File: config.mk
export PLATFORM = sky130hd
export DESIGN_NAME = krs_dp
export DESIGN_NICKNAME = d
export VERILOG_FILES = /design/src/hdl/krs_pkg.sv /design/src/hdl/krs_ram.sv /design/src/hdl/krs_dp.sv
export SDC_FILE = /design/constraint.sdc
export NUM_CORES = 2
export LEC_CHECK = 0
export ABC_AREA = 1
export BUFFER_PORTS_ARGS = -buffer_cell sky130_fd_sc_hd__buf_2
export CORE_MARGIN = 1
export CORE_UTILIZATION = 33
export DETAILED_ROUTE_END_ITERATION = 8
export GPL_ROUTABILITY_DRIVEN = 0
export HOLD_SLACK_MARGIN = 0.05
export PLACE_DENSITY_LB_ADDON = 0.25
export SKIP_CTS_REPAIR_TIMING = 1
export SLEW_MARGIN = 20
export SYNTH_ARGS = -nofsm -noshare
export SYNTH_HDL_FRONTEND = slang
export SYNTH_SLANG_ARGS = --single-unit
File: constraint.sdc
create_clock -name clk -period 11.73 [get_ports clk]
set_input_delay 0.5865 -clock clk [delete_from_list [all_inputs] [get_ports clk]]
set_output_delay 0.5865 -clock clk [all_outputs]
set_load 0.05 [all_outputs]
File: src/hdl/krs_pkg.sv
package krs_pkg;

	localparam int STACK_DEPTH = 32;
	localparam int IDX_W = (STACK_DEPTH > 1) ? $clog2(STACK_DEPTH) : 1;
	localparam int CNT_W = $clog2(STACK_DEPTH + 1);

	localparam logic [2:0] ACT_INSERT = 3'd0;
	localparam logic [2:0] ACT_DELETE = 3'd1;
	localparam logic [2:0] ACT_UPDATE = 3'd2;
	localparam logic [2:0] ACT_LOOKUP = 3'd3;
	localparam logic [2:0] ACT_LIST   = 3'd4;

	localparam logic [1:0] RC_OK        = 2'd0;
	localparam logic [1:0] RC_FULL      = 2'd1;
	localparam logic [1:0] RC_EMPTY     = 2'd2;
	localparam logic [1:0] RC_NOT_FOUND = 2'd3;

	typedef struct packed {
		logic [2:0]  action;
		logic [31:0] order_id;
		logic [15:0] quantity;
		logic [1:0]  status_code;
		logic [31:0] customer_ref;
		logic [31:0] dish_ref;
	} req_t;

	typedef struct packed {
		logic [1:0]  result_code;
		logic        has_record;
		logic [31:0] out_id;
		logic [15:0] out_quantity;
		logic [1:0]  out_status;
		logic [31:0] out_customer_ref;
		logic [31:0] out_dish_ref;
		logic        last;
	} rsp_t;

	typedef struct packed {
		logic [31:0] id;
		logic [15:0] quantity;
		logic [1:0]  status;
		logic [31:0] customer_ref;
		logic [31:0] dish_ref;
	} rec_t;

	typedef enum logic [2:0] {
		ST_IDLE,
		ST_DECIDE,
		ST_SCAN,
		ST_SHIFT,
		ST_EMIT,
		ST_FLUSH
	} state_t;

	typedef enum logic [2:0] {
		RD_TOP,
		RD_NEXT,
		RD_HOLD,
		RD_ABOVE,
		RD_SHIFT
	} rd_sel_t;

	typedef enum logic {
		OUT_PLAIN,
		OUT_PEND
	} out_sel_t;

	typedef struct packed {
		logic       accept;
		rd_sel_t    rd_sel;
		logic       load_idx;
		logic       dec_idx;
		logic       clr_hit;
		logic       wr_insert;
		logic       wr_update;
		logic       wr_shift;
		logic       inc_fill;
		logic       dec_fill;
		logic       set_sidx;
		logic       inc_sidx;
		logic       load_pend;
		logic       clr_pend;
		logic       code_load;
		logic [1:0] code;
		logic       out_load;
		out_sel_t   out_sel;
		logic       out_last;
	} cmd_t;

	typedef struct packed {
		logic [2:0] action;
		logic       empty;
		logic       full;
		logic       match;
		logic       idx_zero;
		logic       at_top;
		logic       shift_last;
		logic       hit;
		logic       pend_valid;
		logic       out_free;
	} sts_t;

endpackage

File: src/hdl/krs_ram.sv
module krs_ram #(
	parameter int W     = 8,
	parameter int DEPTH = 32,
	parameter int AW    = (DEPTH > 1) ? $clog2(DEPTH) : 1
) (
	input  logic          clk,
	input  logic          we,
	input  logic [AW-1:0] waddr,
	input  logic [W-1:0]  wdata,
	input  logic [AW-1:0] raddr,
	output logic [W-1:0]  rdata
);

	logic [W-1:0] mem [DEPTH];
	logic [W-1:0] rdata_q;

	always_ff @(posedge clk) begin
		if (we) begin
			mem[waddr] <= wdata;
		end
		rdata_q <= mem[raddr];
	end

	assign rdata = rdata_q;

endmodule

File: src/hdl/krs_dp.sv
module krs_dp (
	input  logic          clk,
	input  logic          arst_n,
	input  krs_pkg::req_t req_data,
	input  logic          rsp_stall,
	output logic          rsp_valid,
	output krs_pkg::rsp_t rsp_data,
	input  krs_pkg::cmd_t cmd,
	output krs_pkg::sts_t sts
);

	localparam int IDX_W = krs_pkg::IDX_W;
	localparam int CNT_W = krs_pkg::CNT_W;

	krs_pkg::req_t      item_q;
	krs_pkg::rec_t      pend_q;
	krs_pkg::rsp_t      out_q;
	logic [CNT_W-1:0]   fill_q;
	logic [IDX_W-1:0]   idx_q;
	logic [IDX_W-1:0]   sidx_q;
	logic [1:0]         code_q;
	logic               hit_q;
	logic               pend_valid_q;
	logic               out_valid_q;

	krs_pkg::rec_t      rd_rec;
	krs_pkg::rec_t      wr_rec;
	logic               ram_we;
	logic [IDX_W-1:0]   ram_waddr;
	logic [IDX_W-1:0]   ram_raddr;
	logic               out_free;

	krs_ram #(
		.W     ($bits(krs_pkg::rec_t)),
		.DEPTH (krs_pkg::STACK_DEPTH)
	) u_ram (
		.clk   (clk),
		.we    (ram_we),
		.waddr (ram_waddr),
		.wdata (wr_rec),
		.raddr (ram_raddr),
		.rdata (rd_rec)
	);

	always_comb begin
		case (cmd.rd_sel)
			krs_pkg::RD_TOP:   ram_raddr = IDX_W'(fill_q - 1'b1);
			krs_pkg::RD_NEXT:  ram_raddr = idx_q - 1'b1;
			krs_pkg::RD_ABOVE: ram_raddr = idx_q + 1'b1;
			krs_pkg::RD_SHIFT: ram_raddr = sidx_q + IDX_W'(2);
			default:           ram_raddr = idx_q;
		endcase
	end

	always_comb begin
		ram_we = 1'b0;
		ram_waddr = idx_q;
		wr_rec = rd_rec;
		if (cmd.wr_insert) begin
			ram_we = 1'b1;
			ram_waddr = IDX_W'(fill_q);
			wr_rec.id = item_q.order_id;
			wr_rec.quantity = item_q.quantity;
			wr_rec.status = item_q.status_code;
			wr_rec.customer_ref = item_q.customer_ref;
			wr_rec.dish_ref = item_q.dish_ref;
		end else if (cmd.wr_update) begin
			ram_we = 1'b1;
			wr_rec.status = item_q.status_code;
		end else if (cmd.wr_shift) begin
			ram_we = 1'b1;
			ram_waddr = sidx_q;
		end
	end

	assign out_free = !out_valid_q || !rsp_stall;

	always_ff @(posedge clk or negedge arst_n) begin
		if (!arst_n) begin
			fill_q <= '0;
			hit_q <= 1'b0;
			pend_valid_q <= 1'b0;
			out_valid_q <= 1'b0;
		end else begin
			if (cmd.inc_fill) begin
				fill_q <= fill_q + 1'b1;
			end else if (cmd.dec_fill) begin
				fill_q <= fill_q - 1'b1;
			end
			if (cmd.clr_hit) begin
				hit_q <= 1'b0;
			end else if (cmd.wr_update) begin
				hit_q <= 1'b1;
			end
			if (cmd.load_pend) begin
				pend_valid_q <= 1'b1;
			end else if (cmd.clr_pend) begin
				pend_valid_q <= 1'b0;
			end
			if (cmd.out_load) begin
				out_valid_q <= 1'b1;
			end else if (!rsp_stall) begin
				out_valid_q <= 1'b0;
			end
		end
	end

	always_ff @(posedge clk) begin
		if (cmd.accept) begin
			item_q <= req_data;
		end
		if (cmd.load_idx) begin
			idx_q <= IDX_W'(fill_q - 1'b1);
		end else if (cmd.dec_idx) begin
			idx_q <= idx_q - 1'b1;
		end
		if (cmd.set_sidx) begin
			sidx_q <= idx_q;
		end else if (cmd.inc_sidx) begin
			sidx_q <= sidx_q + 1'b1;
		end
		if (cmd.code_load) begin
			code_q <= cmd.code;
		end
		if (cmd.load_pend) begin
			pend_q <= rd_rec;
		end
		if (cmd.out_load) begin
			if (cmd.out_sel == krs_pkg::OUT_PEND) begin
				out_q.result_code <= krs_pkg::RC_OK;
				out_q.has_record <= 1'b1;
				out_q.out_id <= pend_q.id;
				out_q.out_quantity <= pend_q.quantity;
				out_q.out_status <= pend_q.status;
				out_q.out_customer_ref <= pend_q.customer_ref;
				out_q.out_dish_ref <= pend_q.dish_ref;
			end else begin
				out_q.result_code <= code_q;
				out_q.has_record <= 1'b0;
				out_q.out_id <= '0;
				out_q.out_quantity <= '0;
				out_q.out_status <= '0;
				out_q.out_customer_ref <= '0;
				out_q.out_dish_ref <= '0;
			end
			out_q.last <= cmd.out_last;
		end
	end

	assign rsp_valid = out_valid_q;
	assign rsp_data = out_q;

	assign sts.action = item_q.action;
	assign sts.empty = (fill_q == '0);
	assign sts.full = (fill_q == CNT_W'(krs_pkg::STACK_DEPTH));
	assign sts.match = (rd_rec.id == item_q.order_id) || (item_q.action == krs_pkg::ACT_LIST);
	assign sts.idx_zero = (idx_q == '0);
	assign sts.at_top = ((CNT_W'(idx_q) + 1'b1) == fill_q);
	assign sts.shift_last = ((CNT_W'(sidx_q) + 1'b1) == fill_q);
	assign sts.hit = hit_q;
	assign sts.pend_valid = pend_valid_q;
	assign sts.out_free = out_free;

	a_fill_bound: assert property (@(posedge clk) disable iff (!arst_n)
		fill_q <= CNT_W'(krs_pkg::STACK_DEPTH))
		else $error("fill count above stack depth");

	a_insert_room: assert property (@(posedge clk) disable iff (!arst_n)
		cmd.wr_insert |-> !sts.full)
		else $error("insert write into a full stack");

	a_pop_nonempty: assert property (@(posedge clk) disable iff (!arst_n)
		cmd.dec_fill |-> !sts.empty)
		else $error("delete from an empty stack");

	a_out_hold: assert property (@(posedge clk) disable iff (!arst_n)
		(out_valid_q && rsp_stall) |-> !cmd.out_load)
		else $error("stalled result beat overwritten");

	a_pend_forward: assert property (@(posedge clk) disable iff (!arst_n)
		(cmd.load_pend && pend_valid_q) |-> (cmd.out_load && cmd.out_sel == krs_pkg::OUT_PEND))
		else $error("held match dropped");

endmodule

==> reports/metrics.cfg <==
[grt]
grt_use_met2_pct=33.3
grt_pass1_vias=104000
grt_use_total_pct=20.6
grt.overflow.total=0
busiest_layer=met2
grt_pass1_wl_mm=768
antenna_found_initial=17
grt_max_degree=175
met3_usage_pct=2.39
use_met1_pct=29.6

[logic_synthesis]
synth_cells=13400
synth_xor_area_share_pct=0.238
syn_nets=13600
synthArstFlopShare_pct=0.218
yosysUniqueCellTypes=40
yosysTopAreaCell=edfxtp_1
synth-seq-cells=4132
synth-edff-count=4009
syn-cell-area_mm2=0.165
synth-seq-area-share_pct=74.4
ys_top_cells_by_area=edfxtp_1 (73%), nand3_1 (13%), nand2_1 (7.4%)
avgSynthCellArea_um2=12.3
yosys.area.top_type_share_pct=72.8
synthMuxAreaShare_pct=0.0136
synth_simple_gate_area_share_pct=21.6
synth_compound_area_share_pct=0.192
synth_ff_type=edfxtp_1
yosys_warnings=0
synthAdderAreaFrac_pct=0.0530
synth_top_family_by_area=simple AND/OR/NAND/NOR gates

[timing]
relSlewSlack_pct=12.0
rsz0062_at_grt=false
hold_violations=0
slew_viol_final=0
tightest_slew_ns=1.32
setup_violations=0
fin_skew_ns=0.0703
max_freq_ghz=0.173
setup_ws_ns=5.95
fin_setup_tns_ns=0
timing.final.crit_share_pct=49.3
fin_crit_ns=5.78

[worst_setup_path]
reg2reg_setup_slack_ns=5.95
arrival_ns=6.72
crit_path_end_kind=flop
rr_endpoint=u_ram.rdata[35]
crit_type=flop to flop
path_max_fanout=174
startpoint_type=flop
critical_path_required_ns=12.67
reg2reg_depth=14
r2r-start=fill_q[0]

[placed_design]
dpl_cell_area_mm2=0.173
numPortBuffers=272
dpl.hpwl_mm=255
place_inst=19600
place_ws_ns=5.40

[cells_and_area]
fin_cells=20600
syn_to_final_growth_pct=14.4
postLayoutCellArea_mm2=0.189
fin_nets=13700
multi_input_area_mm2=0.0370
seq_area_mm2=0.123
post-route-util_pct=38.0
nFillCells=47500
drive_above_1_share_pct=8.96

[floorplan]
coreArea_mm2=0.498
die_h_um=710
start_util_pct=33.2
chipWidth_um=710
rows=259
io_pins=273
die_area_mm2=0.504

[routing]
drt_pass1_iterations=6
drtIter0Drc=11500
vias_per_cell=5.28
via_count=109000
route.detailed.drc=0
antenna_left=0
wire_per_inst_um=26.0
wl_mm=537

[clock_network]
htreeDepth=5
clock_sinks=4132
root_buffer=clkbuf_16
clk_latency_ns=1.02
numCtsBuffers=441
clock_path_buffers=4
clk_pin_slew_ns=0.06
cts_tree=yes

[pwr]
internal-power_mw=29.3
peakVddDrop_mv=0.198
p_leak_nw=67.4
p_seq_share_pct=43.3
swShare_pct=34.6
pwr-share-comb_pct=25.5
p_switching_mw=15.5
power.share.clock_pct=31.3
p_per_area_mw_per_mm2=237

[hold_path]
hold_path.class=primary input to flop
hp-start=cmd[21]
hold-path-cell-count=1
hold_path_end=item_q[0]

[run_status]
status=complete, no violations

[flow_run]
cap_violations=0

==> registers in the layout, summed over array words and instances, names as in the netlist, 3 cells and up <==
signal and cells:
idx_q 5, item_q 114, u_ram.rdata 114, rsp_data 118, sts 3, u_ram.mem 3648, sidx_q 5, pend_q 114
fill_q 6
==> cells in the final DEF, fill, tap and decap left out, types with 6 or more instances in the layout <==
| master | count |
|---|---|
| buf_12 | 34 |
| buf_2 | 267 |
| buf_4 | 209 |
| bufinv_16 | 34 |
| clkbuf_1 | 104 |
| clkbuf_16 | 446 |
| clkbuf_8 | 27 |
| clkinv_1 | 98 |
| clkinv_16 | 15 |
| clkinv_2 | 82 |
| clkinvlp_4 | 11 |
| dfrtp_1 | 9 |
| dfxtp_1 | 114 |
| diode_2 | 11 |
| dlygate4sd3_1 | 134 |
| edfxtp_1 | 4009 |
| ha_1 | 7 |
| inv_1 | 345 |
| inv_2 | 7 |
| inv_6 | 6 |
| inv_8 | 6 |
| nand2_1 | 3241 |
| nand2_2 | 26 |
| nand3_1 | 4316 |
| nand3b_1 | 183 |
| nand4_1 | 13 |
| nor2_1 | 24 |
| nor2_4 | 34 |
| o211ai_1 | 6 |
| o21ai_0 | 17 |
| o21ai_4 | 6 |
| or2_2 | 9 |
| xnor2_1 | 26 |
| xor2_1 | 19 |
==> critical path, stage by stage (launching register included) <==
cell	delay (ns)
dfrtp_1	0.44
inv_2	0.26
nand3_1	0.12
nand2_1	0.16
nand2_8	0.36
nand2_8	0.64
buf_4	0.83
buf_12	0.64
buf_4	0.82
nand2_1	0.10
nand3_1	0.12
nand3_1	0.10
nand3_1	0.21
nand3_1	0.24
nand2_1	0.15
==> power groups by stage <==
stage	Combinational, mW	Clock [mW]	Sequential [mW]
after floorplan	7.00	0	19.6
after global placement	11.3	0	19.7
after detailed placement	11.4	0	19.7
after CTS	11.4	14.2	19.4
after global routing	12.4	14.8	19.5
final	11.4	14.0	19.4
==> final cells by class <==
type	instances	area share, %
antenna	11	0.0146
inverter	355	0.721
clock buffer	575	6.29
multi-input combinational	7967	19.6
tap	6655	4.40
sequential	4132	65.0
timing repair buffer	653	2.70
clock inverter	257	1.35
==> synthesized netlist by cell type, types with 8 or more instances <==
master	instances
nand4_1	13
or2_2	9
dfrtp_1	9
buf_4	76
edfxtp_1	4009
inv_2	8
clkbuf_1	346
xnor2_1	26
xor2_1	19
nand3b_1	183
buf_1	56
o21ai_0	26
nand3_1	4316
nand2_1	3266
nor2_1	57
dfxtp_1	114
buf_2	459
buf_6	11
inv_1	346
==> how the worst max path moves through the flow <==
stage	from	endpoint	slack, ns
after global placement	cmd[14]	u_ram.mem[10][110]	5.37
after CTS	fill_q[0]	u_ram.rdata[35]	6.09
after floorplan	cmd[12]	u_ram.mem[12][0]	4.70
after detailed placement	cmd[14]	u_ram.mem[10][110]	5.40
final	fill_q[0]	u_ram.rdata[35]	5.95
after global routing	fill_q[0]	u_ram.rdata[35]	5.73
==> cells by family after synthesis <==
logic type	count (synthesis)
flip-flops	4132
XOR/XNOR	45
AO/OA/AOI/OAI	51
buffers and inverters	1306
adder cells (fa/ha/maj)	7
AND/OR/NAND/NOR	7862
multiplexers	2
==> routing by layer <==
layer,up-vias,routed length (um)
li1,48500,-
met2,4031,249000
met3,711,35100
met1,55600,239000
met5,-,13
met4,2,12900
==> metrics by stage <==
step,hold slack [ns],total power [mW]
2_1_floorplan,0.291,26.6
3_5_place_dp,0.422,31.1
5_1_grt,0.0678,46.6
4_1_cts,-0.649,45.0
3_3_place_gp,0.418,31.0
6_report,0.0542,44.8
Note: power is estimated with default switching activity, not from simulation.
