==> src/hdl/krs_pkg.sv <==
package krs_pkg;

	localparam int STACK_DEPTH = 32;
	localparam int IDX_W = (STACK_DEPTH > 1) ? $clog2(STACK_DEPTH) : 1;
	localparam int CNT_W = $clog2(STACK_DEPTH + 1);

	localparam logic [2:0] ACT_INSERT = 3'd0;
	localparam logic [2:0] ACT_DELETE = 3'd1;
	localparam logic [2:0] ACT_UPDATE = 3'd2;
	localparam logic [2:0] ACT_LOOKUP = 3'd3;
	localparam logic [2:0] ACT_LIST   = 3'd4;

	localparam logic [1:0] RC_OK        = 2'd0;
	localparam logic [1:0] RC_FULL      = 2'd1;
	localparam logic [1:0] RC_EMPTY     = 2'd2;
	localparam logic [1:0] RC_NOT_FOUND = 2'd3;

	typedef struct packed {
		logic [2:0]  action;
		logic [31:0] order_id;
		logic [15:0] quantity;
		logic [1:0]  status_code;
		logic [31:0] customer_ref;
		logic [31:0] dish_ref;
	} req_t;

	typedef struct packed {
		logic [1:0]  result_code;
		logic        has_record;
		logic [31:0] out_id;
		logic [15:0] out_quantity;
		logic [1:0]  out_status;
		logic [31:0] out_customer_ref;
		logic [31:0] out_dish_ref;
		logic        last;
	} rsp_t;

	typedef struct packed {
		logic [31:0] id;
		logic [15:0] quantity;
		logic [1:0]  status;
		logic [31:0] customer_ref;
		logic [31:0] dish_ref;
	} rec_t;

	typedef enum logic [2:0] {
		ST_IDLE,
		ST_DECIDE,
		ST_SCAN,
		ST_SHIFT,
		ST_EMIT,
		ST_FLUSH
	} state_t;

	typedef enum logic [2:0] {
		RD_TOP,
		RD_NEXT,
		RD_HOLD,
		RD_ABOVE,
		RD_SHIFT
	} rd_sel_t;

	typedef enum logic {
		OUT_PLAIN,
		OUT_PEND
	} out_sel_t;

	typedef struct packed {
		logic       accept;
		rd_sel_t    rd_sel;
		logic       load_idx;
		logic       dec_idx;
		logic       clr_hit;
		logic       wr_insert;
		logic       wr_update;
		logic       wr_shift;
		logic       inc_fill;
		logic       dec_fill;
		logic       set_sidx;
		logic       inc_sidx;
		logic       load_pend;
		logic       clr_pend;
		logic       code_load;
		logic [1:0] code;
		logic       out_load;
		out_sel_t   out_sel;
		logic       out_last;
	} cmd_t;

	typedef struct packed {
		logic [2:0] action;
		logic       empty;
		logic       full;
		logic       match;
		logic       idx_zero;
		logic       at_top;
		logic       shift_last;
		logic       hit;
		logic       pend_valid;
		logic       out_free;
	} sts_t;

endpackage

==> src/hdl/krs_ctrl.sv <==
module krs_ctrl (
	input  logic          clk,
	input  logic          arst_n,
	input  logic          req_valid,
	output logic          req_stall,
	input  krs_pkg::sts_t sts,
	output krs_pkg::cmd_t cmd
);

	krs_pkg::state_t state_q;
	krs_pkg::state_t state_d;

	always_ff @(posedge clk or negedge arst_n) begin
		if (!arst_n) begin
			state_q <= krs_pkg::ST_IDLE;
		end else begin
			state_q <= state_d;
		end
	end

	always_comb begin
		state_d = state_q;
		cmd = '0;
		cmd.rd_sel = krs_pkg::RD_HOLD;
		cmd.out_sel = krs_pkg::OUT_PLAIN;
		req_stall = (state_q != krs_pkg::ST_IDLE);

		case (state_q)
			krs_pkg::ST_IDLE: begin
				if (req_valid) begin
					cmd.accept = 1'b1;
					state_d = krs_pkg::ST_DECIDE;
				end
			end

			krs_pkg::ST_DECIDE: begin
				case (sts.action)
					krs_pkg::ACT_INSERT: begin
						cmd.code_load = 1'b1;
						if (sts.full) begin
							cmd.code = krs_pkg::RC_FULL;
						end else begin
							cmd.code = krs_pkg::RC_OK;
							cmd.wr_insert = 1'b1;
							cmd.inc_fill = 1'b1;
						end
						state_d = krs_pkg::ST_EMIT;
					end
					krs_pkg::ACT_DELETE, krs_pkg::ACT_UPDATE,
					krs_pkg::ACT_LOOKUP, krs_pkg::ACT_LIST: begin
						if (sts.empty) begin
							cmd.code_load = 1'b1;
							if (sts.action inside {krs_pkg::ACT_DELETE, krs_pkg::ACT_LIST}) begin
								cmd.code = krs_pkg::RC_EMPTY;
							end else begin
								cmd.code = krs_pkg::RC_NOT_FOUND;
							end
							state_d = krs_pkg::ST_EMIT;
						end else begin
							cmd.load_idx = 1'b1;
							cmd.clr_hit = 1'b1;
							cmd.rd_sel = krs_pkg::RD_TOP;
							state_d = krs_pkg::ST_SCAN;
						end
					end
					default: begin
						state_d = krs_pkg::ST_IDLE;
					end
				endcase
			end

			krs_pkg::ST_SCAN: begin
				case (sts.action)
					krs_pkg::ACT_UPDATE: begin
						cmd.wr_update = sts.match;
						if (sts.idx_zero) begin
							cmd.code_load = 1'b1;
							cmd.code = (sts.hit || sts.match) ? krs_pkg::RC_OK
								: krs_pkg::RC_NOT_FOUND;
							state_d = krs_pkg::ST_EMIT;
						end else begin
							cmd.dec_idx = 1'b1;
							cmd.rd_sel = krs_pkg::RD_NEXT;
						end
					end
					krs_pkg::ACT_DELETE: begin
						if (sts.match) begin
							cmd.load_pend = 1'b1;
							cmd.dec_fill = 1'b1;
							if (sts.at_top) begin
								state_d = krs_pkg::ST_FLUSH;
							end else begin
								cmd.set_sidx = 1'b1;
								cmd.rd_sel = krs_pkg::RD_ABOVE;
								state_d = krs_pkg::ST_SHIFT;
							end
						end else if (sts.idx_zero) begin
							cmd.code_load = 1'b1;
							cmd.code = krs_pkg::RC_NOT_FOUND;
							state_d = krs_pkg::ST_EMIT;
						end else begin
							cmd.dec_idx = 1'b1;
							cmd.rd_sel = krs_pkg::RD_NEXT;
						end
					end
					default: begin
						// lookup and list: hold one match back so the final one gets last
						if (sts.match && sts.pend_valid && !sts.out_free) begin
							cmd.rd_sel = krs_pkg::RD_HOLD;
						end else begin
							if (sts.match) begin
								cmd.load_pend = 1'b1;
								if (sts.pend_valid) begin
									cmd.out_load = 1'b1;
									cmd.out_sel = krs_pkg::OUT_PEND;
								end
							end
							if (sts.idx_zero) begin
								if (sts.pend_valid || sts.match) begin
									state_d = krs_pkg::ST_FLUSH;
								end else begin
									cmd.code_load = 1'b1;
									cmd.code = krs_pkg::RC_NOT_FOUND;
									state_d = krs_pkg::ST_EMIT;
								end
							end else begin
								cmd.dec_idx = 1'b1;
								cmd.rd_sel = krs_pkg::RD_NEXT;
							end
						end
					end
				endcase
			end

			krs_pkg::ST_SHIFT: begin
				cmd.wr_shift = 1'b1;
				if (sts.shift_last) begin
					state_d = krs_pkg::ST_FLUSH;
				end else begin
					cmd.inc_sidx = 1'b1;
					cmd.rd_sel = krs_pkg::RD_SHIFT;
				end
			end

			krs_pkg::ST_EMIT: begin
				if (sts.out_free) begin
					cmd.out_load = 1'b1;
					cmd.out_sel = krs_pkg::OUT_PLAIN;
					cmd.out_last = 1'b1;
					state_d = krs_pkg::ST_IDLE;
				end
			end

			krs_pkg::ST_FLUSH: begin
				if (sts.out_free) begin
					cmd.out_load = 1'b1;
					cmd.out_sel = krs_pkg::OUT_PEND;
					cmd.out_last = 1'b1;
					cmd.clr_pend = 1'b1;
					state_d = krs_pkg::ST_IDLE;
				end
			end

			default: begin
				state_d = krs_pkg::ST_IDLE;
			end
		endcase
	end

endmodule

==> config.mk <==
export PLATFORM = sky130hd
export DESIGN_NAME = krs_ctrl
export DESIGN_NICKNAME = d
export VERILOG_FILES = /design/src/hdl/krs_pkg.sv /design/src/hdl/krs_ctrl.sv
export SDC_FILE = /design/constraint.sdc
export NUM_CORES = 1
export LEC_CHECK = 0
export ABC_AREA = 1
export BUFFER_PORTS_ARGS = -buffer_cell sky130_fd_sc_hd__clkbuf_2
export CORE_MARGIN = 8
export CORE_UTILIZATION = 25
export DETAILED_ROUTE_END_ITERATION = 7
export PLACE_DENSITY_LB_ADDON = 0.12
export SLEW_MARGIN = 30
export SYNTH_ARGS = -nofsm -noshare
export SYNTH_HDL_FRONTEND = slang
export SYNTH_SLANG_ARGS = --single-unit
==> constraint.sdc <==
create_clock -name clk -period 1.5 [get_ports clk]
set_input_delay 0.225 -clock clk [delete_from_list [all_inputs] [get_ports clk]]
set_output_delay 0.225 -clock clk [all_outputs]
set_load 0.005 [all_outputs]
==> results of run 1 <==
-- worst reg2reg max path: stages (launching register included) --
cell	delay [ns]
sky130_fd_sc_hd__dfrtp_2	0.46
sky130_fd_sc_hd__nand3_4	0.13
sky130_fd_sc_hd__clkinvlp_4	0.18
sky130_fd_sc_hd__buf_4	0.18
sky130_fd_sc_hd__buf_4	0.12
sky130_fd_sc_hd__nand3_1	0.08
sky130_fd_sc_hd__nand3_1	0.11
sky130_fd_sc_hd__nand2_1	0.08
sky130_fd_sc_hd__nand2_1	0.05
-- final timing paths --
check                                   to  slack, ns  cells past startpoint
worst max register to register  state_q[2]          0                      8
worst min-delay path            state_q[2]       0.32                      2
max in group asynchronous       state_q[1]       1.06                      2
min in group clk                state_q[2]       0.39                      4
worst min register to register  state_q[0]       0.65                      3
worst max-delay path               cmd[20]      -0.09                      6
-- power by group --
part | internal, mW | switching [mW]
Sequential | 0.117 | 0.0384
Clock | 0.0996 | 0.0412
Combinational | 0.475 | 0.565
Total | 0.692 | 0.645
-- final cells by class --
type | instances | area [µm²]
fillers | 272 | 1340
clock buffers | 4 | 26.3
flip-flops and latches | 3 | 76.3
well taps | 30 | 37.5
multi-input cells | 91 | 564
inverters | 20 | 83.8
repair buffers | 57 | 350
-- routing by layer --
metal,vias up,global-route usage,wire (µm)
li1,504,-,-
met1,413,0.123,1020
met2,23,0.186,1180
met3,4,0.0116,139
met4,0,0.0392,31
met5,-,0,0
-- cells by family (layout without fill, tap and decap cells) --
kind of cell,count (synthesis),count (layout)
flip-flops,3,3
buffers and inverters,24,81
AO/OA/AOI/OAI,13,13
AND/OR/NAND/NOR,78,78
-- cells in the mapped netlist --
library cell and count:
sky130_fd_sc_hd__o21ai_1 1, sky130_fd_sc_hd__nor4_1 1, sky130_fd_sc_hd__nor3_1 4, sky130_fd_sc_hd__nor2b_4 1, sky130_fd_sc_hd__inv_1 11, sky130_fd_sc_hd__o21ai_2 3
sky130_fd_sc_hd__or2_1 1, sky130_fd_sc_hd__nor2_1 10, sky130_fd_sc_hd__inv_2 8, sky130_fd_sc_hd__a31oi_1 1, sky130_fd_sc_hd__nor2_4 1, sky130_fd_sc_hd__nand2_2 1
sky130_fd_sc_hd__nand2_1 30, sky130_fd_sc_hd__dfrtp_1 3, sky130_fd_sc_hd__nand3_4 1, sky130_fd_sc_hd__a21oi_1 3, sky130_fd_sc_hd__buf_4 4, sky130_fd_sc_hd__o21ai_0 5
sky130_fd_sc_hd__nand3_2 2, sky130_fd_sc_hd__nand3_1 18, sky130_fd_sc_hd__clkinv_1 1, sky130_fd_sc_hd__nor2_2 2, sky130_fd_sc_hd__nand2_4 1, sky130_fd_sc_hd__nand4_1 5
-- repair_timing --
item / 4_1_cts / 5_1_grt
buffers inserted: 7 / 6
gates resized for setup: 14 / 20
hold buffers: 1 / 0
hold endpoints to repair: 3 / 0
endpoints found under the setup margin: 18 / 23
pin swaps: 7 / 6
-- per-stage QoR --
step	util	total power [mW]	hold slack [ns]	setup TNS, ns	std cells
4_1_cts	0.417	1.18	0.313	-0.594	199
6_report	0.460	1.34	0.319	-0.653	205
3_5_place_dp	0.365	0.892	0.0251	0	187
3_3_place_gp	0.365	0.897	0.0234	0	187
5_1_grt	0.460	1.46	0.321	-2.11	205
2_1_floorplan	-	0.620	-0.0706	0	118
==> results.md, run 1 <==
Status:
- The flow ran to the end, but the final reports show violations.
- The checks that failed: setup timing.

Floorplan:
- The I/O pin count is 38.
- The initialized floorplan defines 18 standard-cell rows.
- The chip height is 67.2 µm.
- The x dimension of the die is 67.2 µm.
- The initial utilization of the core area, before any placement, comes to 0.264.
- The area enclosed by the die boundary is between 4000 and 5000 µm².
- The standard cell core area is between 2000 and 2500 µm².

Timing:
- The count of final hold-check violations came to 0.
- Setup repair after global routing could not meet its margin everywhere.
- The number of failing setup endpoints in the final timing report is 13.
- Dividing the final minimum period by the clock period gives 1.06.
- Measured against its own limit, the worst slew margin works out to 0.838.
- In the post-route analysis, the smallest setup slack over all paths is -0.0884 ns.
- The count of final max-slew check failures came to 0.
- The slew at the pin closest to its max-slew limit is 0.242 ns.
- The achievable clock frequency is roughly 0.63 GHz.
- The shortest clock period the worst path allows after layout is approximately 1.6 ns.
- The worst clock skew on the final layout is ~0.00043 ns.

Clocking:
- Counting along the longest clock path gives a buffer depth of 2.
- The later-pin clock latency in the skew report is 0.23 ns.
- The total number of H-tree levels is 1.
- The number of buffers added by the clock tree synthesis step is 3.
- The buffer type at the clock tree root is sky130_fd_sc_hd__clkbuf_4.
- The clock sink total is 3.
- TritonCTS built the clock tree.
- Clock-pin slew was measured on the worst setup and hold paths at around 0.04 ns.

Layout:
- In the final layout, the share of cells above drive strength 1 is 0.560.
- In the final layout, the registers with the most flip-flops are state_q (3).
- More flip-flops sit in one register than any other, and that register is state_q.
- The commonest non-fill, non-tap cell in the layout is sky130_fd_sc_hd__clkbuf_2.
- The cell area after layout is 1140 µm².
- The area growth from synthesis to layout is 74.0%.
- In the final design database the tool counted about 190 nets.
- The register with the most flip-flops in the layout has 3 of them.
- The top cell types in the final layout, fill and taps aside, are sky130_fd_sc_hd__clkbuf_2 (29), sky130_fd_sc_hd__nand2_1 (27), sky130_fd_sc_hd__buf_4 (18).
- 0 antenna diodes ended up in the layout.

Global route:
- The first global-routing pass estimated between 3000 and 4000 µm of wire.
- The number of global-route vias before repair is between 800 and 900.
- The pin count of the biggest net entering global routing is 8.
- The initial antenna violation count is 0.
- For this run, the total global-route usage over all layers was measured as 0.104.
- The total overflow reported by the global router is 0.

Logic synthesis:
- The XOR/XNOR share of the synthesized area is 0.
- Of the total synthesized cell area, the portion taken by full adders, half adders and majority gates is 0.
- The number of instances in the synthesized netlist is 118.
- The number of different library cells in the post-synthesis netlist is 24.
- The synthesized-area fraction occupied by and/or/nand/nor cells is 0.606.
- After synthesis, the largest family of logic cells by area is simple AND/OR/NAND/NOR gates.
- The share of cell area taken by muxes after synthesis is 0.
- The average cell area after synthesis is roughly 5.5 µm².
- Of the synthesized area, sequential elements account for 0.115.
- Yosys attributes the largest share of cell area to sky130_fd_sc_hd__nand2_1 (17%), sky130_fd_sc_hd__nand3_1 (14%), sky130_fd_sc_hd__dfrtp_1 (11%).
- Counting flops and latches in the post-synthesis netlist gives 3.
- The post-synthesis net count is 133.
- Yosys printed 0 warnings.
- In this run the cell area of the synthesized design comes to between 600 and 700 µm².
- The post-synthesis compound-gate area fraction came to 0.119.
- The share of the synthesized area in the top cell type is 0.172.
- The top cell type by total area after synthesis is sky130_fd_sc_hd__nand2_1.

Setup path:
- At the worst endpoint, the required time is approximately 1.3 ns.
- The buffering stage count on the worst path with inverters included is 4.
- The signal on the critical path passes through inv_2, buf_4, nand3_4, or2_4, inv_1, clkbuf_2.
- Broken down by cell family, the worst path's largest delay share belongs to buffers and inverters.
- For this design, the slowest cell found on the critical path is sky130_fd_sc_hd__dfrtp_1.
- The launch instance of the worst register-to-register path is state_q[1].
- The critical path is of the reg2out type.
- The maximum fanout along the worst path is 5.
- STA classifies the critical path endpoint as a primary output.
- The data arrival time of the critical path is ~1.4 ns.
- The largest single stage delay on the critical path is between 0.3 and 0.4 ns.
- The worst setup path is launched from a flip-flop.
- The startpoint of the most critical setup path is state_q[2].

Pwr:
- The worst IR drop on VDD is roughly 980 µV.
- The leakage component of the power is around 0.64 nW.
- The total power per unit cell area is about 1200 nW/µm².

Routing:
- The first detailed-routing pass ran for 4 iterations.
- The routed length per instance is approximately 12 µm.
- After the first detailed-routing iteration, the DRC count stood at a little over 60.
- The number of design rule violations left after detail routing is 0.
- The number of routed nets with antenna violations is 0.
- Dividing the detail-routed via count by the number of cells gives roughly 4.6.
- For this block, the via count after detailed routing is 944.
- The aggregate routed wire length is 2380 µm.

Placed design:
- Prior to clock tree synthesis, the placed netlist has a worst setup slack of 0.0232 ns.
- After detailed placement, the total cell area comes to 905 µm².
- The routability congestion estimate from global placement is between 0.7 and 0.8.
- The quantity of I/O buffers inserted on ports is 37.
- Once detailed placement completed, the half-perimeter wirelength came to roughly 1900 µm.

Worst hold path:
- The kind of path behind the tightest hold check is in2async.

Job:
- Across the run, the number of max-cap violations was 0.
No activity file was read; power rests on OpenSTA's default activity.
==> inputs of run 2 (changes only) <==
Settings changed: CORE_UTILIZATION 25 to 43.
==> run 2 against run 1 <==
  * First-iteration DRC count shrank 67%
  * Via count shrank 0.21%
  * Count of clock-buffer cells in the layout is the same
  * Fmax grew 1.7%
  * The flow still finishes with violations (setup timing)
  * Power shrank 14%
  * Worst setup slack gained 0.026 ns
  * Clock skew is essentially flat
  * Sequential cell count is the same
  * Final cell count shrank 9.3%
  * Register-to-register slack gained 0.14 ns
  * Combinational power shrank 18%
  * Critical endpoint is now cmd[5]
  * Sequential share of layout area grew 0.83 points
==> results.md, run 2 (same netlist as run 1, synthesis figures left out) <==
Floorplan:
- The area enclosed by the die boundary came to 3030 µm² (-33%).
- The standard cell core area was 1470 µm² (-41%).
- The row count was 14 (-4).
- The chip height is 55.0 µm (-18%).
- The initial core utilization is 0.445 (+0.181).
- The I/O pin count is 38 (unchanged).
- The x dimension of the die was 55.0 µm (-18%).

Global route:
- The number of global-route vias before repair is 877 (-2.4%).
- The total track usage is 0.142 (+0.0382).
- The wire length of the first global-routing pass is 3460 µm (-11%).
- The pin count of the biggest net entering global routing was 9 (+1).
- The total overflow reported by the global router was 0 (unchanged).
- The initial antenna violation count is 0 (unchanged).

Layout:
- The number of nets in the layout was 186 (-2.6%).
- The final design utilization came to 0.689 (+0.229).
- The number of filler cells placed in the layout is 150 (-45%).
- More flip-flops sit in one register than any other, and that register is state_q.
- The largest registers in the layout are state_q (3).
- The commonest non-fill, non-tap cell in the layout is sky130_fd_sc_hd__clkbuf_2.
- The flip-flop count of the largest register after layout is 3 (unchanged).
- In the layout the commonest cells are sky130_fd_sc_hd__clkbuf_2 (31), sky130_fd_sc_hd__nand2_1 (28), sky130_fd_sc_hd__nand3_1 (18).
- The cell area after layout is 1010 µm² (-11%).
- The antenna diode instance count is 0 (unchanged).
- The signed area change from the synthesized netlist to the final layout is 54.9%.
- The share of final-layout standard cells stronger than drive strength 1 is 0.506 (-0.0541).
- The final standard cell count with taps included and fillers excluded is 186 (-9.3%).

Pwr:
- The worst IR drop on VDD is 943 µV (-3.4%).
- The total power of the final layout is 1.15 mW (-14%).
- The total power per unit cell area is 1130 nW/µm² (-3.7%).
- The leakage component of the power is 0.602 nW (-5.4%).

Setup path:
- The data arrival time of the critical path came to 1.34 ns (-0.02 ns).
- The category of the critical setup timing path is reg2out.
- The type of origin of the critical path is a flip-flop.
- The launch instance of the worst register-to-register path is state_q[1].
- The maximum fanout along the worst path is 6 (+1).
- The required time at the endpoint of the critical path came to 1.27 ns (about the same).
- Tracing the worst setup path back leads to its startpoint at state_q[2].
- The endpoint class of the critical path is a primary output.

Clocking:
- The total number of H-tree levels is 1 (unchanged).
- The clock edge transition at the registers on the reported setup and hold paths is 0.03 ns (about the same).
- TritonCTS built the clock tree.
- The later-pin clock latency in the skew report is 0.22 ns (about the same).
- The root buffer cell chosen for the clock tree is sky130_fd_sc_hd__clkbuf_4.
- The clock sink total came to 3 (unchanged).
- The maximum clock path buffer count is 2 (unchanged).
- The number of buffers added by the clock tree synthesis step is 3 (unchanged).

Timing:
- The remaining max-slew budget at the tightest pin is 0.838 (about the same).
- The share of the clock period used by the worst path after layout is 1.04 (-0.0177).
- The count of final hold-check violations was 0 (unchanged).
- Setup repair after global routing could not meet its margin everywhere.
- The aggregate negative setup slack is -0.180 ns (+0.473 ns).
- The final hold slack is 0.329 ns (+0.00992 ns).
- The achievable clock frequency is 0.640 GHz (+1.7%).
- The worst clock skew on the final layout is 0.0000437 ns (-0.000388 ns).
- The smallest setup slack after layout is -0.0619 ns (+0.0265 ns).
- The number of failing setup endpoints in the final timing report is 9 (-4).
- The slew at the pin closest to its max-slew limit is 0.240 ns (-0.00109 ns).
- The shortest clock period the worst path allows after layout is 1.56 ns (-0.0265 ns).
- The count of final max-slew check failures is 0 (unchanged).

Routing:
- The DRC marker count from the first detailed-route iteration is 20 (-67%).
- The routed via count is 942 (-0.21%).
- The aggregate routed wire length came to 2180 µm (-8.2%).
- The number of routed nets with antenna violations is 0 (unchanged).
- The routed length per instance is 11.7 µm (+1.2%).
- The number of detailed-route iterations in the first pass is 4 (unchanged).
- The number of design rule violations left after detail routing is 0 (unchanged).
- The via-per-instance ratio is 5.06 (+10%).

Status:
- The run finished, with violations left.
- The checks that failed: setup timing.

Placed design:
- The detailed placement HPWL is 1770 µm (-7.6%).
- The routability congestion estimate from global placement came to 0.860 (+8.3%).
- The minimum setup slack after placement is 0.0468 ns (+0.0237 ns).
- The instance count after placement with tap cells included was 173 (-7.5%).
- The quantity of I/O buffers inserted on ports was 37 (unchanged).
- The instance area after placement was 875 µm² (-3.3%).

Worst hold path:
- The kind of path behind the tightest hold check is in2async.

Job:
- The number of violations of the max-capacitance limit came to 0 (unchanged).
[run 2: per-layer routing]
| layer | vias to the layer above | wire length [µm] | share of wire | global-route usage |
|---|---|---|---|---|
| met5 | - | 0 | 0 | 0 |
| met4 | 0 | 0 | 0 | 0.0240 |
| met3 | 0 | 133 | 0.061 | 0.0107 |
| met2 | 27 | 1090 | 0.50 | 0.243 |
| met1 | 424 | 957 | 0.44 | 0.192 |
| li1 | 491 | - | - | - |
[run 2: worst max-delay path: stages (launching register included)]
cell                       delay, ns
sky130_fd_sc_hd__dfrtp_1        0.39
sky130_fd_sc_hd__inv_4          0.12
sky130_fd_sc_hd__nand3_4        0.13
sky130_fd_sc_hd__inv_4          0.09
sky130_fd_sc_hd__buf_4          0.11
sky130_fd_sc_hd__nand3_1        0.09
sky130_fd_sc_hd__nand2_1        0.07
sky130_fd_sc_hd__clkbuf_2       0.11
[run 2: cell type report]
cell class / instances / area, µm² / area share
clock buffers: 4 / 26.3 / 0.0259
flip-flops and latches: 3 / 76.3 / 0.0753
multi-input cells: 91 / 509 / 0.502
well taps: 16 / 20.0 / 0.0198
inverters: 20 / 81.3 / 0.0802
repair buffers: 52 / 300 / 0.296
[run 2: what timing repair did]
| item | in CTS | in global routing |
|---|---|---|
| hold endpoints to repair | 3 | 0 |
| pin swaps | 2 | 4 |
| gates resized for setup | 8 | 14 |
| setup buffers | 3 | 5 |
| setup endpoints to repair | 14 | 17 |
| hold buffers | 1 | 0 |
[run 2: where the power goes]
part           internal [mW]  total (mW)  switching [mW]
logic                  0.377       0.848           0.472
registers              0.117       0.165          0.0476
clock network         0.0991       0.133          0.0336
total                  0.593        1.15           0.553
[run 2: worst paths after layout]
check / endpoint / slack, ns / cells after the start
worst max-delay path: cmd[5] / -0.06 / 7
worst min-delay path: state_q[2] / 0.33 / 2
worst max register to register: state_q[2] / 0.14 / 8
worst min register to register: state_q[0] / 0.63 / 3
max in group asynchronous: state_q[1] / 1.05 / 2
min in group clk: state_q[2] / 0.44 / 4
==> inputs of run 3 (changes only) <==
Settings changed: CORE_MARGIN 8 to 2.
==> run 3 against run 2 <==
  * The run still ends with setup timing left
  * Clock skew rose by 0.0020 ns
  * Critical path depth is 1 lower
  * First-iteration DRC count decreased by 20%
  * Power decreased by 2.4%
  * Non-clock buffer count down 1
  * Largest cell class unchanged
==> results.md, run 3 (same netlist as run 1, synthesis figures left out) <==
Global route:
- The number of global-route vias before repair came to 752 (-14%).
- The wire length of the first global-routing pass is 2990 µm (-13%).
- The pin count of the biggest net entering global routing is 9 (unchanged).
- The total track usage is 0.209 (+0.0672).
- The total overflow reported by the global router was 0 (unchanged).
- The initial antenna violation count was 0 (unchanged).

Timing:
- The count of final hold-check violations was 0 (unchanged).
- The worst clock skew on the final layout was 0.00203 ns (+0.00199 ns).
- The remaining max-slew budget at the tightest pin was 0.845 (+0.00722).
- The share of the clock period used by the worst path after layout is 1.01 (-0.0330).
- The count of final max-slew check failures came to 0 (unchanged).
- The smallest setup slack after layout is -0.0124 ns (+0.0496 ns).
- Setup repair after global routing could not meet its margin everywhere.
- The shortest clock period the worst path allows after layout was 1.51 ns (-0.0496 ns).
- The number of failing setup endpoints in the final timing report is 3 (-6).
- The slew at the pin closest to its max-slew limit is 0.231 ns (-0.00947 ns).
- The achievable clock frequency is 0.661 GHz (+3.3%).
- The aggregate negative setup slack came to -0.0291 ns (+0.151 ns).

Layout:
- The area of the multi-input gates was 517 µm² (+1.5%).
- The signed area change from the synthesized netlist to the final layout is 54.9% (unchanged).
- The number of filler cells placed in the layout is 140 (-6.7%).
- The number of nets in the layout is 185 (-0.54%).
- Leaving out fill and tap cells, the most frequent cell in the layout is sky130_fd_sc_hd__clkbuf_2.
- The cell area after layout is 1010 µm² (unchanged).
- The share of final-layout standard cells stronger than drive strength 1 came to 0.497 (-0.00884).
- The antenna diode instance count was 0 (unchanged).
- The flip-flop count of the largest register after layout was 3 (unchanged).
- In the layout the commonest cells are sky130_fd_sc_hd__clkbuf_2 (33), sky130_fd_sc_hd__nand2_1 (29), sky130_fd_sc_hd__nand3_1 (18).
- The final design utilization is 0.689 (unchanged).
- The area taken by flip-flops and latches came to 76.3 µm² (unchanged).
- The most flop-heavy register is state_q.
- In the final layout, the registers with the most flip-flops are state_q (3).

Status:
- The checks that failed: setup timing.
- The flow ran to the end, but the final reports show violations.

Placed design:
- The quantity of I/O buffers inserted on ports was 37 (unchanged).
- The instance area after placement is 875 µm² (unchanged).
- The detailed placement HPWL is 1600 µm (-9.8%).
- The routability congestion estimate from global placement was 0.805 (-6.5%).

Clocking:
- The later-pin clock latency in the skew report is 0.23 ns (about the same).
- The clock sink total is 3 (unchanged).
- The clock edge transition at the registers on the reported setup and hold paths is 0.04 ns (about the same).
- The buffer type at the clock tree root is sky130_fd_sc_hd__clkbuf_4.
- TritonCTS built the clock tree.
- The maximum clock path buffer count is 2 (unchanged).
- The total number of H-tree levels is 1 (unchanged).
- The number of buffers added by the clock tree synthesis step was 3 (unchanged).

Pwr:
- The internal power component is 572 µW (-3.6%).
- The worst IR drop on VDD was 961 µV (+1.9%).
- The combinational group share of total power was 0.732 (-0.008).
- The relative contribution of the clock network to total power is 0.123 (+0.007).
- The total power of the final layout was 1.12 mW (-2.4%).
- The total power per unit cell area is 1100 nW/µm² (-2.4%).
- The net switching power is 546 µW (-1.2%).
- The proportion of total power due to net switching was 0.488 (+0.00605).
- The part of the total power dissipated in sequential elements is 0.146 (+0.002).
- The leakage component of the power is 0.598 nW (-0.68%).

Routing:
- The DRC marker count from the first detailed-route iteration is 16 (-20%).
- The aggregate routed wire length came to 2060 µm (-5.5%).
- The number of design rule violations left after detail routing is 0 (unchanged).
- The via-per-instance ratio is 5.17 (+2.1%).
- The number of detailed-route iterations in the first pass is 4 (unchanged).
- The number of routed nets with antenna violations is 0 (unchanged).
- The routed via count is 957 (+1.6%).
- The routed length per instance is 11.1 µm (-4.9%).

Setup path:
- The required time at the endpoint of the critical path is 1.27 ns (about the same).
- The worst register-to-register path ends at state_q[1].
- The endpoint class of the critical path is a primary output.
- Following the worst setup path forward leads to its endpoint at cmd[3].
- In this run the critical register-to-register path is launched from state_q[2].
- The maximum fanout along the worst path came to 6 (unchanged).
- STA classifies the critical path startpoint as a flip-flop.
- The setup path with the least slack is of type reg2out.
- The data arrival time of the critical path is 1.29 ns (-0.05 ns).
- Tracing the worst setup path back leads to its startpoint at state_q[2].
- The number of cells traversed by the worst register-to-register path was 9 (+1).
- The setup slack of the worst register-to-register path came to 0.10 ns (-0.04 ns).

Floorplan:
- The initial core utilization is 0.445 (unchanged).
- The x dimension of the die was 43.0 µm (-22%).
- The area enclosed by the die boundary is 1850 µm² (-39%).
- The I/O pin count is 38 (unchanged).
- The chip height came to 43.0 µm (-22%).
- The standard cell core area is 1470 µm² (unchanged).
- The row count came to 14 (unchanged).

Worst hold path:
- The kind of path behind the tightest hold check is in2async.

Job:
- The number of violations of the max-capacitance limit is 0 (unchanged).
[run 3: timing repair]
item / CTS / global route
hold endpoints to repair: 3 / 0
buffers inserted: 4 / 3
endpoints found under the setup margin: 14 / 17
pin swaps: 3 / 6
hold buffers: 1 / 0
resized for setup: 8 / 12
[run 3: worst min-delay path by stage]
stage	slack, ns	endpoint	from
3_3_place_gp	0.02	state_q[2]	arst_n
5_1_grt	0.33	state_q[2]	arst_n
2_1_floorplan	-0.07	state_q[0]	arst_n
3_5_place_dp	0.02	state_q[2]	arst_n
4_1_cts	0.32	state_q[2]	arst_n
6_report	0.34	state_q[2]	arst_n
[run 3: cell type report]
cell class / count / area share
repair buffers: 51 / 0.289
clock buffers: 4 / 0.0259
inverters: 20 / 0.0802
well taps: 16 / 0.0198
multi-input cells: 91 / 0.510
flip-flops and latches: 3 / 0.0753
[run 3: per-layer routing]
metal / global-route usage / wire (µm) / vias up / share of wire
li1: - / - / 491 / -
met1: 0.276 / 897 / 435 / 0.44
met2: 0.348 / 1060 / 29 / 0.52
met3: 0.0383 / 86 / 2 / 0.042
met4: 0.0545 / 14 / 0 / 0.0068
met5: 0 / 0 / - / 0
[run 3: power by group through the flow]
stage / registers (mW) / logic (mW) / clock network, mW
global route: 0.167 / 0.892 / 0.161
global placement: 0.153 / 0.693 / 0
detailed placement: 0.155 / 0.702 / 0
finish: 0.163 / 0.818 / 0.137
floorplan: 0.140 / 0.481 / 0
CTS: 0.161 / 0.765 / 0.146
[run 3: worst max-delay path: stages, from the launching register on]
cell	delay [ns]
sky130_fd_sc_hd__dfrtp_1	0.40
sky130_fd_sc_hd__inv_4	0.10
sky130_fd_sc_hd__nand3_4	0.11
sky130_fd_sc_hd__inv_4	0.11
sky130_fd_sc_hd__nand4_1	0.14
sky130_fd_sc_hd__nand3_1	0.10
sky130_fd_sc_hd__clkbuf_2	0.11
[run 3: through the flow]
stage | cells | setup slack [ns] | hold WS (ns)
global route | 185 | -0.121 | 0.328
global placement | 173 | 0.0542 | 0.0237
floorplan | 118 | 0.224 | -0.0706
finish | 185 | -0.0124 | 0.343
CTS | 182 | -0.0179 | 0.320
detailed placement | 173 | 0.0369 | 0.0238
